`config.mk`:
```
export PLATFORM = sky130hd
export DESIGN_NAME = numeric_type_converter_flat
export DESIGN_NICKNAME = d
export VERILOG_FILES = /design/src/sv/ntc_pkg.sv /design/src/sv/ntc_stream_if.sv /design/src/sv/ntc_cfg_regs.sv /design/src/sv/ntc_datapath.sv /design/src/sv/numeric_type_converter.sv /design/src/flat_wrapper.sv
export SDC_FILE = /design/constraint.sdc
export NUM_CORES = 1
export LEC_CHECK = 0
export ABC_AREA = 1
export BUFFER_PORTS_ARGS = -buffer_cell sky130_fd_sc_hd__buf_2
export CELL_PAD_IN_SITES_DETAIL_PLACEMENT = 1
export CELL_PAD_IN_SITES_GLOBAL_PLACEMENT = 1
export CORE_UTILIZATION = 25
export CTS_CLUSTER_DIAMETER = 150
export CTS_CLUSTER_SIZE = 16
export DETAILED_ROUTE_END_ITERATION = 12
export GPL_TIMING_DRIVEN = 1
export PLACE_DENSITY_LB_ADDON = 0.3
export SLEW_MARGIN = 25
export SYNTH_ARGS = -nofsm -noshare
export SYNTH_HDL_FRONTEND = slang
export SYNTH_SLANG_ARGS = --single-unit
```
`constraint.sdc`:
```
create_clock -name clk -period 3.6 [get_ports clk]
set_input_delay 0.18 -clock clk [delete_from_list [all_inputs] [get_ports clk]]
set_output_delay 0.18 -clock clk [all_outputs]
set_load 0.005 [all_outputs]
```
`src/sv/ntc_pkg.sv`:
```
// Package with format codes, operation codes and shared types of the converter.
package ntc_pkg;
	localparam int DataW = 32;
	localparam int TypeW = 3;
	localparam int CfgIdxW = 1;

	typedef enum logic [2:0] {
		T_U8  = 3'd0,
		T_I8  = 3'd1,
		T_U16 = 3'd2,
		T_I16 = 3'd3,
		T_U32 = 3'd4,
		T_I32 = 3'd5,
		T_F16 = 3'd6,
		T_F32 = 3'd7
	} fmt_t;

	localparam logic [CfgIdxW-1:0] REG_SRC = 1'b0;
	localparam logic [CfgIdxW-1:0] REG_DST = 1'b1;

	typedef enum logic [3:0] {
		OP_COPY8, OP_COPY16, OP_COPY32, OP_SX8_16, OP_SX8_32, OP_SX16_32,
		OP_I2F, OP_H2F, OP_F2I, OP_F2H, OP_UNSUP
	} op_t;

	typedef struct packed {
		op_t        op;
		logic       last;
	} ctl_t;

	function automatic op_t decode_op(input fmt_t st, input fmt_t dt);
		op_t o;
		o = OP_UNSUP;
		if (st == dt) begin
			case (st)
				T_U8, T_I8: o = OP_COPY8;
				T_U16, T_I16, T_F16: o = OP_COPY16;
				default: o = OP_COPY32;
			endcase
		end else if (st == T_U8 && (dt == T_U16 || dt == T_U32 || dt == T_I32)) begin
			o = OP_COPY8;
		end else if (st == T_I8 && dt == T_I16) begin
			o = OP_SX8_16;
		end else if (st == T_I8 && dt == T_I32) begin
			o = OP_SX8_32;
		end else if (st == T_I8 && dt == T_F32) begin
			o = OP_I2F;
		end else if (st == T_I16 && dt == T_I32) begin
			o = OP_SX16_32;
		end else if (st == T_I32 && dt == T_I8) begin
			o = OP_COPY8;
		end else if (st == T_I32 && dt == T_F32) begin
			o = OP_I2F;
		end else if (st == T_F16 && dt == T_F32) begin
			o = OP_H2F;
		end else if (st == T_F32 && dt == T_I32) begin
			o = OP_F2I;
		end else if (st == T_F32 && dt == T_F16) begin
			o = OP_F2H;
		end
		return o;
	endfunction

	// Position of the highest set bit, 0 when none.
	function automatic logic [4:0] msb_pos(input logic [31:0] v);
		logic [4:0] p;
		p = '0;
		for (int i = 0; i < 32; i++) begin
			if (v[i]) p = 5'(i);
		end
		return p;
	endfunction
endpackage

```
`src/sv/ntc_stream_if.sv`:
```
// Valid/ready stream interfaces for the input and result words.
interface ntc_in_if;
	logic        valid;
	logic        ready;
	logic [31:0] in_bits;
	logic        in_last;
	modport source(output valid, in_bits, in_last, input ready);
	modport sink(input valid, in_bits, in_last, output ready);
endinterface

interface ntc_out_if;
	logic        valid;
	logic        ready;
	logic [31:0] out_bits;
	logic        out_last;
	logic        unsupported;
	logic        out_of_range;
	modport source(output valid, out_bits, out_last, unsupported, out_of_range, input ready);
	modport sink(input valid, out_bits, out_last, unsupported, out_of_range, output ready);
endinterface

interface ntc_cfg_if;
	logic       valid;
	logic       ready;
	logic [0:0] index;
	logic [2:0] data;
	modport source(output valid, index, data, input ready);
	modport sink(input valid, index, data, output ready);
endinterface

```
`src/sv/ntc_cfg_regs.sv`:
```
// Source and destination type registers.
module ntc_cfg_regs (
	input  logic clk,
	input  logic arst_n,
	ntc_cfg_if.sink cfg,
	output ntc_pkg::fmt_t src_type,
	output ntc_pkg::fmt_t dst_type
);
	import ntc_pkg::*;
	fmt_t src_q, dst_q;

	assign cfg.ready = 1'b1;
	assign src_type = src_q;
	assign dst_type = dst_q;

	always_ff @(posedge clk or negedge arst_n) begin
		if (!arst_n) begin
			src_q <= T_F32;
			dst_q <= T_F32;
		end else if (cfg.valid) begin
			if (cfg.index == REG_SRC) src_q <= fmt_t'(cfg.data);
			else dst_q <= fmt_t'(cfg.data);
		end
	end
endmodule

```
`src/sv/ntc_datapath.sv`:
```
// Three-stage conversion pipeline: decode/normalize, shift, round/pack.
module ntc_datapath (
	input  logic clk,
	input  logic arst_n,
	input  ntc_pkg::fmt_t src_type,
	input  ntc_pkg::fmt_t dst_type,
	ntc_in_if.sink  in_ch,
	ntc_out_if.source out_ch
);
	import ntc_pkg::*;

	logic v_s1, v_s2, v_s3;
	logic adv1, adv2, adv3;

	assign adv3 = !v_s3 || out_ch.ready;
	assign adv2 = !v_s2 || adv3;
	assign adv1 = !v_s1 || adv2;
	assign in_ch.ready = adv1;

	// Stage 1: sign handling, magnitude and leading one.
	ctl_t ctl_s1;
	logic [31:0] b_s1, mag_s1;
	logic sgn_s1;
	logic [4:0] p_s1;

	ctl_t c1;
	logic [31:0] m1;
	logic s1;
	always_comb begin
		c1.op = decode_op(src_type, dst_type);
		c1.last = in_ch.in_last;
		s1 = 1'b0;
		m1 = '0;
		if (c1.op == OP_I2F) begin
			if (src_type == T_I8) begin
				s1 = in_ch.in_bits[7];
				m1 = s1 ? 32'(-{{24{1'b1}}, in_ch.in_bits[7:0]}) : {24'd0, in_ch.in_bits[7:0]};
			end else begin
				s1 = in_ch.in_bits[31];
				m1 = s1 ? (~in_ch.in_bits + 32'd1) : in_ch.in_bits;
			end
		end else if (c1.op == OP_H2F) begin
			m1 = {22'd0, in_ch.in_bits[9:0]};
		end
	end

	always_ff @(posedge clk or negedge arst_n) begin
		if (!arst_n) v_s1 <= 1'b0;
		else if (adv1) v_s1 <= in_ch.valid;
	end
	always_ff @(posedge clk) begin
		if (adv1 && in_ch.valid) begin
			ctl_s1 <= c1;
			b_s1 <= in_ch.in_bits;
			mag_s1 <= m1;
			sgn_s1 <= s1;
			p_s1 <= msb_pos(m1);
		end
	end

	// Stage 2: alignment shifts.
	ctl_t ctl_s2;
	logic [31:0] b_s2, sh_s2;
	logic [31:0] rem_s2;
	logic sgn_s2;
	logic [4:0] p_s2;
	logic [8:0] aux_s2;

	logic [31:0] sh2, rem2;
	logic [8:0] aux2;
	logic [7:0] e2;
	logic [4:0] k2;
	always_comb begin
		sh2 = '0;
		rem2 = '0;
		aux2 = '0;
		e2 = b_s1[30:23];
		k2 = '0;
		case (ctl_s1.op)
			OP_I2F: begin
				if (p_s1 <= 5'd23) begin
					sh2 = mag_s1 << (5'd23 - p_s1);
				end else begin
					k2 = p_s1 - 5'd23;
					sh2 = mag_s1 >> k2;
					rem2 = (mag_s1 & ((32'd1 << k2) - 32'd1)) << (6'd32 - {1'b0, k2});
				end
			end
			OP_H2F: sh2 = mag_s1 << (5'd10 - p_s1);
			OP_F2I: begin
				if (e2 >= 8'd150) sh2 = {8'd1, b_s1[22:0]} << 5'(e2 - 8'd150);
				else if (e2 >= 8'd127) sh2 = {8'd1, b_s1[22:0]} >> 5'(8'd150 - e2);
			end
			OP_F2H: begin
				// Subnormal result: shift amount -ex-1 in range 14..24.
				if (e2 < 8'd113 && e2 >= 8'd102) begin
					k2 = 5'(8'd126 - e2);
					sh2 = {8'd1, b_s1[22:0]} >> k2;
					rem2 = ({8'd1, b_s1[22:0]} & ((32'd1 << k2) - 32'd1)) << (6'd32 - {1'b0, k2});
				end
			end
			default: ;
		endcase
		aux2 = {1'b0, e2};
	end

	always_ff @(posedge clk or negedge arst_n) begin
		if (!arst_n) v_s2 <= 1'b0;
		else if (adv2) v_s2 <= v_s1;
	end
	always_ff @(posedge clk) begin
		if (adv2 && v_s1) begin
			ctl_s2 <= ctl_s1;
			b_s2 <= b_s1;
			sh_s2 <= sh2;
			rem_s2 <= rem2;
			sgn_s2 <= sgn_s1;
			p_s2 <= p_s1;
			aux_s2 <= aux2;
		end
	end

	// Stage 3: rounding and packing.
	logic [31:0] r3;
	logic oor3, uns3;
	logic [24:0] mant3;
	logic [7:0] ex3;
	logic [15:0] hv3;
	logic [31:0] hv32;
	logic [7:0] e3;
	always_comb begin
		r3 = '0;
		oor3 = 1'b0;
		uns3 = 1'b0;
		mant3 = '0;
		ex3 = '0;
		hv3 = '0;
		hv32 = '0;
		e3 = aux_s2[7:0];
		case (ctl_s2.op)
			OP_COPY8: r3 = {24'd0, b_s2[7:0]};
			OP_COPY16: r3 = {16'd0, b_s2[15:0]};
			OP_COPY32: r3 = b_s2;
			OP_SX8_16: r3 = {16'd0, {8{b_s2[7]}}, b_s2[7:0]};
			OP_SX8_32: r3 = {{24{b_s2[7]}}, b_s2[7:0]};
			OP_SX16_32: r3 = {{16{b_s2[15]}}, b_s2[15:0]};
			OP_I2F: begin
				mant3 = {1'b0, sh_s2[23:0]};
				ex3 = 8'd127 + {3'd0, p_s2};
				if (rem_s2[31] && (rem_s2[30:0] != '0 || sh_s2[0])) mant3 = mant3 + 25'd1;
				if (mant3[24]) begin
					mant3 = mant3 >> 1;
					ex3 = ex3 + 8'd1;
				end
				if (sh_s2 == '0) r3 = '0;
				else r3 = {sgn_s2, ex3, mant3[22:0]};
			end
			OP_H2F: begin
				if (b_s2[14:10] == 5'd0) begin
					if (b_s2[9:0] == '0) r3 = {b_s2[15], 31'd0};
					else r3 = {b_s2[15], 8'(8'd103 + {3'd0, p_s2}), sh_s2[9:0], 13'd0};
				end else if (b_s2[14:10] == 5'd31) begin
					r3 = {b_s2[15], 8'hFF, b_s2[9:0], 13'd0};
				end else begin
					r3 = {b_s2[15], 8'({3'd0, b_s2[14:10]} + 8'd112), b_s2[9:0], 13'd0};
				end
			end
			OP_F2I: begin
				if (e3 == 8'hFF && b_s2[22:0] != '0) begin
					oor3 = 1'b1;
				end else if (e3 < 8'd127) begin
					r3 = '0;
				end else if (e3 >= 8'd158) begin
					if (b_s2[31] && e3 == 8'd158 && b_s2[22:0] == '0) begin
						r3 = 32'h8000_0000;
					end else begin
						oor3 = 1'b1;
						r3 = b_s2[31] ? 32'h8000_0000 : 32'h7FFF_FFFF;
					end
				end else begin
					r3 = b_s2[31] ? (~sh_s2 + 32'd1) : sh_s2;
				end
			end
			OP_F2H: begin
				if (e3 == 8'hFF) begin
					if (b_s2[22:0] != '0) hv3 = {b_s2[31], 5'h1F, 1'b1, b_s2[21:13]};
					else hv3 = {b_s2[31], 15'h7C00};
				end else if (e3 == 8'd0 || e3 < 8'd102) begin
					hv3 = {b_s2[31], 15'd0};
				end else if (e3 > 8'd142) begin
					hv3 = {b_s2[31], 15'h7C00};
				end else if (e3 >= 8'd113) begin
					hv32 = {17'd0, 5'(e3 - 8'd112), b_s2[22:13]};
					if (b_s2[12:0] > 13'h1000 || (b_s2[12:0] == 13'h1000 && hv32[0]))
						hv32 = hv32 + 32'd1;
					hv3 = {b_s2[31], hv32[14:0]};
				end else begin
					hv32 = sh_s2;
					if (rem_s2[31] && (rem_s2[30:0] != '0 || sh_s2[0])) hv32 = hv32 + 32'd1;
					hv3 = {b_s2[31], hv32[14:0]};
				end
				r3 = {16'd0, hv3};
			end
			default: uns3 = 1'b1;
		endcase
	end

	logic [31:0] r_s3;
	logic last_s3, uns_s3, oor_s3;
	always_ff @(posedge clk or negedge arst_n) begin
		if (!arst_n) v_s3 <= 1'b0;
		else if (adv3) v_s3 <= v_s2;
	end
	always_ff @(posedge clk) begin
		if (adv3 && v_s2) begin
			r_s3 <= r3;
			last_s3 <= ctl_s2.last;
			uns_s3 <= uns3;
			oor_s3 <= oor3;
		end
	end

	assign out_ch.valid = v_s3;
	assign out_ch.out_bits = r_s3;
	assign out_ch.out_last = last_s3;
	assign out_ch.unsupported = uns_s3;
	assign out_ch.out_of_range = oor_s3;
endmodule

```
`src/sv/numeric_type_converter.sv`:
```
// Top level of the numeric type converter.
// The converter takes one word per cycle and delivers its result through a three-stage
// pipeline: the first stage decodes the type pair and finds the magnitude and leading
// one, the second aligns the significand, the third rounds and packs the result word.
// Sustained rate is one word per cycle while the sink is ready; a stall holds every
// occupied stage in place. The type registers reset to f32 to f32 (a copy) and are
// written via the configuration channel, index 0 for the source format and index 1 for the
// destination format. The user must write them only while the pipeline is empty; the block does not check this.
module numeric_type_converter (
	input  logic clk,
	input  logic arst_n,
	ntc_cfg_if.sink cfg,
	ntc_in_if.sink in_ch,
	ntc_out_if.source out_ch
);
	import ntc_pkg::*;

	fmt_t src_type, dst_type;

	// Configuration registers.
	ntc_cfg_regs u_regs (
		.clk(clk), .arst_n(arst_n), .cfg(cfg),
		.src_type(src_type), .dst_type(dst_type)
	);

	// Conversion pipeline.
	ntc_datapath u_dp (
		.clk(clk), .arst_n(arst_n),
		.src_type(src_type), .dst_type(dst_type),
		.in_ch(in_ch), .out_ch(out_ch)
	);
endmodule

```
`src/flat_wrapper.sv`:
```
// flat-port wrapper written by rule: the top's interface ports become plain ports
module numeric_type_converter_flat import ntc_pkg::*;
  (clk, arst_n, cfg_valid, cfg_index, cfg_data, cfg_ready, in_ch_valid, in_ch_in_bits, in_ch_in_last, in_ch_ready, out_ch_valid, out_ch_out_bits, out_ch_out_last, out_ch_unsupported, out_ch_out_of_range, out_ch_ready);
  ntc_cfg_if cfg_i ();
  ntc_in_if in_ch_i ();
  ntc_out_if out_ch_i ();
  input  logic clk;
  input  logic arst_n;
  input wire logic [$bits(cfg_i.valid)-1:0] cfg_valid;
  input wire logic [$bits(cfg_i.index)-1:0] cfg_index;
  input wire logic [$bits(cfg_i.data)-1:0] cfg_data;
  output wire logic [$bits(cfg_i.ready)-1:0] cfg_ready;
  input wire logic [$bits(in_ch_i.valid)-1:0] in_ch_valid;
  input wire logic [$bits(in_ch_i.in_bits)-1:0] in_ch_in_bits;
  input wire logic [$bits(in_ch_i.in_last)-1:0] in_ch_in_last;
  output wire logic [$bits(in_ch_i.ready)-1:0] in_ch_ready;
  output wire logic [$bits(out_ch_i.valid)-1:0] out_ch_valid;
  output wire logic [$bits(out_ch_i.out_bits)-1:0] out_ch_out_bits;
  output wire logic [$bits(out_ch_i.out_last)-1:0] out_ch_out_last;
  output wire logic [$bits(out_ch_i.unsupported)-1:0] out_ch_unsupported;
  output wire logic [$bits(out_ch_i.out_of_range)-1:0] out_ch_out_of_range;
  input wire logic [$bits(out_ch_i.ready)-1:0] out_ch_ready;
  assign cfg_i.valid = cfg_valid;
  assign cfg_i.index = cfg_index;
  assign cfg_i.data = cfg_data;
  assign cfg_ready = cfg_i.ready;
  assign in_ch_i.valid = in_ch_valid;
  assign in_ch_i.in_bits = in_ch_in_bits;
  assign in_ch_i.in_last = in_ch_in_last;
  assign in_ch_ready = in_ch_i.ready;
  assign out_ch_valid = out_ch_i.valid;
  assign out_ch_out_bits = out_ch_i.out_bits;
  assign out_ch_out_last = out_ch_i.out_last;
  assign out_ch_unsupported = out_ch_i.unsupported;
  assign out_ch_out_of_range = out_ch_i.out_of_range;
  assign out_ch_i.ready = out_ch_ready;
  numeric_type_converter u_core (.clk(clk), .arst_n(arst_n), .cfg(cfg_i), .in_ch(in_ch_i), .out_ch(out_ch_i));
endmodule
```
==> results.cfg <==
[min_path]
hold_depth = 3
hold_path.class = in2reg

[clock_tree]
cts.sinks = 226
cts_tree = built
cts_buffer_depth = 3
worstSkewPairLatency_ps = 570
cts_made_buffers = 18
clk_root_buffer_cell = sky130_fd_sc_hd__clkbuf_16
cts-htree-levels = 1
cts.reportedPaths.clkPinSlew_ps = 80

[drt]
ant_nets = 0
vias = 30200
drt_first_pass_iters = 5
wl_per_cell_um = 23.5
drtIter0Drc = 2483
viasPerCell = 5.31
drt_drc_violations_left = 0
route.final.wire_length_mm = 134

[sta]
final.period_utilization = 1.12
setup_ws_ps = -422
setup_viol_count_final = 27
report.final.hold_viol_count = 0
min_tclk_post_route_ps = 4020
final_number_of_max_transition_violations = 0
max_freq_ghz = 0.249
fin_worst_skew_ps = 50.1
relSlewSlack = 0.389
tns_ps = -5680
max_slew.worst_pin.slew_ps = 913
rsz0062_at_grt = true

[synth]
netlist_area_um2 = 24100
synth_edf_count = 217
synthCells = 3847
synth_cell_type_count = 71
seq_area_frac_synth = 0.280
ys.flop_type = sky130_fd_sc_hd__edfxtp_1
syn-mean-instance-area_um2 = 6.26
asyncSetResetFlopFracSynth = 0.0398
postSynthNetCount = 3916
yosys_warnings = 0
flop_and_latch_count_out_of_synthesis = 226

[final_layout]
proportion_of_layout_cells_with_a_drive_suffix_above_1 = 0.239
post-route-cell-area_um2 = 32600
layout-area-overhead-vs-synth_pct = 35.4
number_of_inserted_diodes = 0
final_nets = 4486

[run_status]
run_status = finished with violations
violated_checks = negative setup slack

[worst_setup_path]
worst-r2r-cell-count = 27
critPathKind = reg2reg
worst_path_required_ps = 3920
endpoint_kind = flop
worst_setup_path_start_kind = flop
cp_data_arrival_time_ps = 4340
crit_path_max_fanout = 7

[floorplanning]
floorplan.io_pins = 80
fp.dieArea_um2 = 97500
initial_core_util = 0.253
placeableCoreArea_um2 = 95200
floorplan.die.width_um = 312
std_cell_rows = 113
chipHeight_um = 312

[place]
hpwl_mm = 107
gpl.final_weighted_congestion = 1.00
placedInstanceArea_um2 = 29500
io_buffers = 78

[global_route]
globalRouteOverflowTotal = 0
grt_pass1_wl_mm = 194
grt_start_max_net_pins = 76
grt_antenna_before_repair = 0
gr-usage-all-layers = 0.263
grt_pass1_vias = 29800

[pwr]
report.power.total_mw = 15.3
static-leakage-power_nw = 14.2
power_density_nw_per_um2 = 469
max-vdd-ir-drop_mv = 0.243

[flow_run]
max_cap_violations = 0
power by group:
group	total, mW	switching [mW]	internal, mW
logic	9.26	5.93	3.33
clock network	2.04	1.08	0.954
registers	3.98	0.518	3.46
total	15.3	7.53	7.75
path summary, 6_finish.rpt:
kind / from / to / slack, ps
max: u_core.u_dp.b_s1[25]$_DFFE_PP_ / u_core.u_dp.rem_s2[31]$_DFFE_PP_ / -420
min: cfg_index / u_core.u_regs.dst_type[0]$_DFFE_PN1P_ / 20
max reg2reg: u_core.u_dp.b_s1[25]$_DFFE_PP_ / u_core.u_dp.rem_s2[31]$_DFFE_PP_ / -420
min reg2reg: u_core.u_dp.b_s1[31]$_DFFE_PP_ / u_core.u_dp.b_s2[31]$_DFFE_PP_ / 430
max in group asynchronous: arst_n / u_core.u_regs.dst_type[2]$_DFFE_PN1P_ / 3280
min in group asynchronous: arst_n / u_core.u_dp.v_s1$_DFFE_PN0N_ / 50
area by class of cell:
class                   count  area, um^2
flip-flops and latches    226        6750
multi-input cells        3010       16300
repair buffers            750        5810
inverters                 411        1570
well taps                1265        1580
clock inverters             3        33.8
clock buffers              29         492
fillers                 12100       62600
critical path: stages, from the launching register on:
cell                       delay [ps]
sky130_fd_sc_hd__edfxtp_1         420
sky130_fd_sc_hd__buf_4            160
sky130_fd_sc_hd__ha_2             180
sky130_fd_sc_hd__nand2_1           60
sky130_fd_sc_hd__nand2_1           80
sky130_fd_sc_hd__nand2_4          120
sky130_fd_sc_hd__buf_4            180
sky130_fd_sc_hd__nor3_2            70
sky130_fd_sc_hd__inv_1            130
sky130_fd_sc_hd__nand2_2           90
sky130_fd_sc_hd__nor2_2           120
sky130_fd_sc_hd__inv_1             90
sky130_fd_sc_hd__nor2_4           100
sky130_fd_sc_hd__nand4_1          180
sky130_fd_sc_hd__nor3_4           270
sky130_fd_sc_hd__buf_4            150
sky130_fd_sc_hd__nand4_1           90
sky130_fd_sc_hd__nor2_1           110
sky130_fd_sc_hd__nor2_1            50
sky130_fd_sc_hd__buf_4            160
sky130_fd_sc_hd__o21ai_2          150
sky130_fd_sc_hd__buf_4            150
sky130_fd_sc_hd__nor2_4            40
sky130_fd_sc_hd__a31oi_4          180
sky130_fd_sc_hd__nand2_1           90
sky130_fd_sc_hd__o21ai_2           80
sky130_fd_sc_hd__o21ai_1           80
sky130_fd_sc_hd__a31o_1           230
cells in the mapped netlist, types with 5 or more instances:
| library cell | n | share of area |
|---|---|---|
| sky130_fd_sc_hd__nand2_1 | 1004 | 0.16 |
| sky130_fd_sc_hd__o21ai_0 | 539 | 0.11 |
| sky130_fd_sc_hd__nor2_1 | 432 | 0.067 |
| sky130_fd_sc_hd__inv_1 | 384 | 0.060 |
| sky130_fd_sc_hd__edfxtp_1 | 217 | 0.27 |
| sky130_fd_sc_hd__nand3_1 | 185 | 0.038 |
| sky130_fd_sc_hd__a21oi_1 | 177 | 0.037 |
| sky130_fd_sc_hd__clkbuf_1 | 152 | 0.024 |
| sky130_fd_sc_hd__nor3_1 | 97 | 0.020 |
| sky130_fd_sc_hd__xor2_1 | 62 | 0.023 |
| sky130_fd_sc_hd__o211ai_1 | 57 | 0.018 |
| sky130_fd_sc_hd__nand4_1 | 46 | 0.012 |
| sky130_fd_sc_hd__o22ai_1 | 46 | 0.012 |
| sky130_fd_sc_hd__nor4_1 | 33 | 0.0086 |
| sky130_fd_sc_hd__mux2i_1 | 32 | 0.013 |
| sky130_fd_sc_hd__a31oi_1 | 28 | 0.0073 |
| sky130_fd_sc_hd__buf_1 | 27 | 0.0042 |
| sky130_fd_sc_hd__ha_1 | 27 | 0.014 |
| sky130_fd_sc_hd__o2111ai_1 | 24 | 0.0087 |
| sky130_fd_sc_hd__o21ai_1 | 23 | 0.0048 |
| sky130_fd_sc_hd__or2_2 | 23 | 0.0060 |
| sky130_fd_sc_hd__o31ai_1 | 21 | 0.0066 |
| sky130_fd_sc_hd__o221ai_1 | 20 | 0.0073 |
| sky130_fd_sc_hd__xnor2_1 | 16 | 0.0058 |
| sky130_fd_sc_hd__inv_2 | 14 | 0.0022 |
| sky130_fd_sc_hd__buf_2 | 13 | 0.0027 |
| sky130_fd_sc_hd__clkinv_1 | 12 | 0.0019 |
| sky130_fd_sc_hd__a32o_1 | 10 | 0.0042 |
| sky130_fd_sc_hd__a211oi_1 | 9 | 0.0028 |
| sky130_fd_sc_hd__a22oi_1 | 8 | 0.0025 |
| sky130_fd_sc_hd__nand2_2 | 8 | 0.0021 |
| sky130_fd_sc_hd__o311ai_0 | 8 | 0.0029 |
| sky130_fd_sc_hd__a221oi_1 | 6 | 0.0022 |
| sky130_fd_sc_hd__dfstp_2 | 6 | 0.0066 |
| sky130_fd_sc_hd__nor2_4 | 6 | 0.0028 |
| sky130_fd_sc_hd__a32oi_1 | 5 | 0.0018 |
logic make-up after synthesis:
family | count (synthesis) | synth area share
and+or+nand+nor | 1861 | 0.324
AOI/OAI and AO/OA | 1009 | 0.239
buffers and inverters | 611 | 0.0976
DFF | 226 | 0.280
xor gates and xnor gates | 80 | 0.0307
muxes | 32 | 0.0133
adders and majority gates | 27 | 0.0140
other | 1 | 0.000156
metal layers:
layer / GRT usage / vias to the layer above / routed length (um)
met2: 0.438 / 1001 / 61600
met3: 0.0234 / 309 / 7010
met1: 0.342 / 14700 / 56900
met4: 0.127 / 0 / 8110
li1: - / 14300 / -
met5: 0 / - / 0
what timing repair did:
action	CTS	global route
pin swaps	25	70
setup endpoints to repair	55	73
setup buffers	29	63
hold endpoints to repair	49	0
gates cloned	1	1
resized for setup	166	254
hold buffers	40	0
per-stage QoR:
| stage | hold slack [ps] | std cells | setup slack (ps) | util |
|---|---|---|---|---|
| 2_1_floorplan | -116 | 3847 | -38.1 | - |
| 3_3_place_gp | 69.5 | 5529 | -341 | 0.310 |
| 3_5_place_dp | 76.5 | 5530 | -453 | 0.311 |
| 4_1_cts | 4.66 | 5632 | -236 | 0.328 |
| 5_1_grt | 61.6 | 5694 | -578 | 0.342 |
| 6_report | 19.5 | 5694 | -422 | 0.342 |
layout by cell type (no fill, tap or decap), types with 19 or more instances in the layout:
cell type,instances
sky130_fd_sc_hd__nand2_1,967
sky130_fd_sc_hd__buf_4,595
sky130_fd_sc_hd__o21ai_0,452
sky130_fd_sc_hd__nor2_1,396
sky130_fd_sc_hd__inv_1,359
sky130_fd_sc_hd__edfxtp_1,217
sky130_fd_sc_hd__a21oi_1,164
sky130_fd_sc_hd__nand3_1,163
sky130_fd_sc_hd__buf_2,79
sky130_fd_sc_hd__nor3_1,76
sky130_fd_sc_hd__o21ai_1,74
sky130_fd_sc_hd__o211ai_1,57
sky130_fd_sc_hd__xor2_1,54
sky130_fd_sc_hd__nand4_1,46
sky130_fd_sc_hd__o22ai_1,40
sky130_fd_sc_hd__dlygate4sd3_1,40
sky130_fd_sc_hd__o21ai_2,35
sky130_fd_sc_hd__inv_2,31
sky130_fd_sc_hd__nand2_2,31
sky130_fd_sc_hd__nor2_2,31
sky130_fd_sc_hd__nor4_1,29
sky130_fd_sc_hd__mux2i_1,28
sky130_fd_sc_hd__a31oi_1,24
sky130_fd_sc_hd__nand3_2,23
sky130_fd_sc_hd__or2_2,23
sky130_fd_sc_hd__o31ai_1,19
sky130_fd_sc_hd__buf_6,19
state kept, by name, summed over array words and instances (netlist names), 3 cells and up:
signal,count
u_core.u_dp.b_s1,32
u_core.u_dp.ctl_s1,5
u_core.u_dp.out_ch.out_bits,32
u_core.u_regs.src_type,3
u_core.u_dp.ctl_s2,5
u_core.u_dp.sh_s2,32
u_core.u_dp.mag_s1,32
u_core.u_dp.b_s2,32
u_core.u_dp.p_s2,5
u_core.u_regs.dst_type,3
u_core.u_dp.p_s1,5
u_core.u_dp.rem_s2,32
No activity file was read; power rests on OpenSTA's default activity.
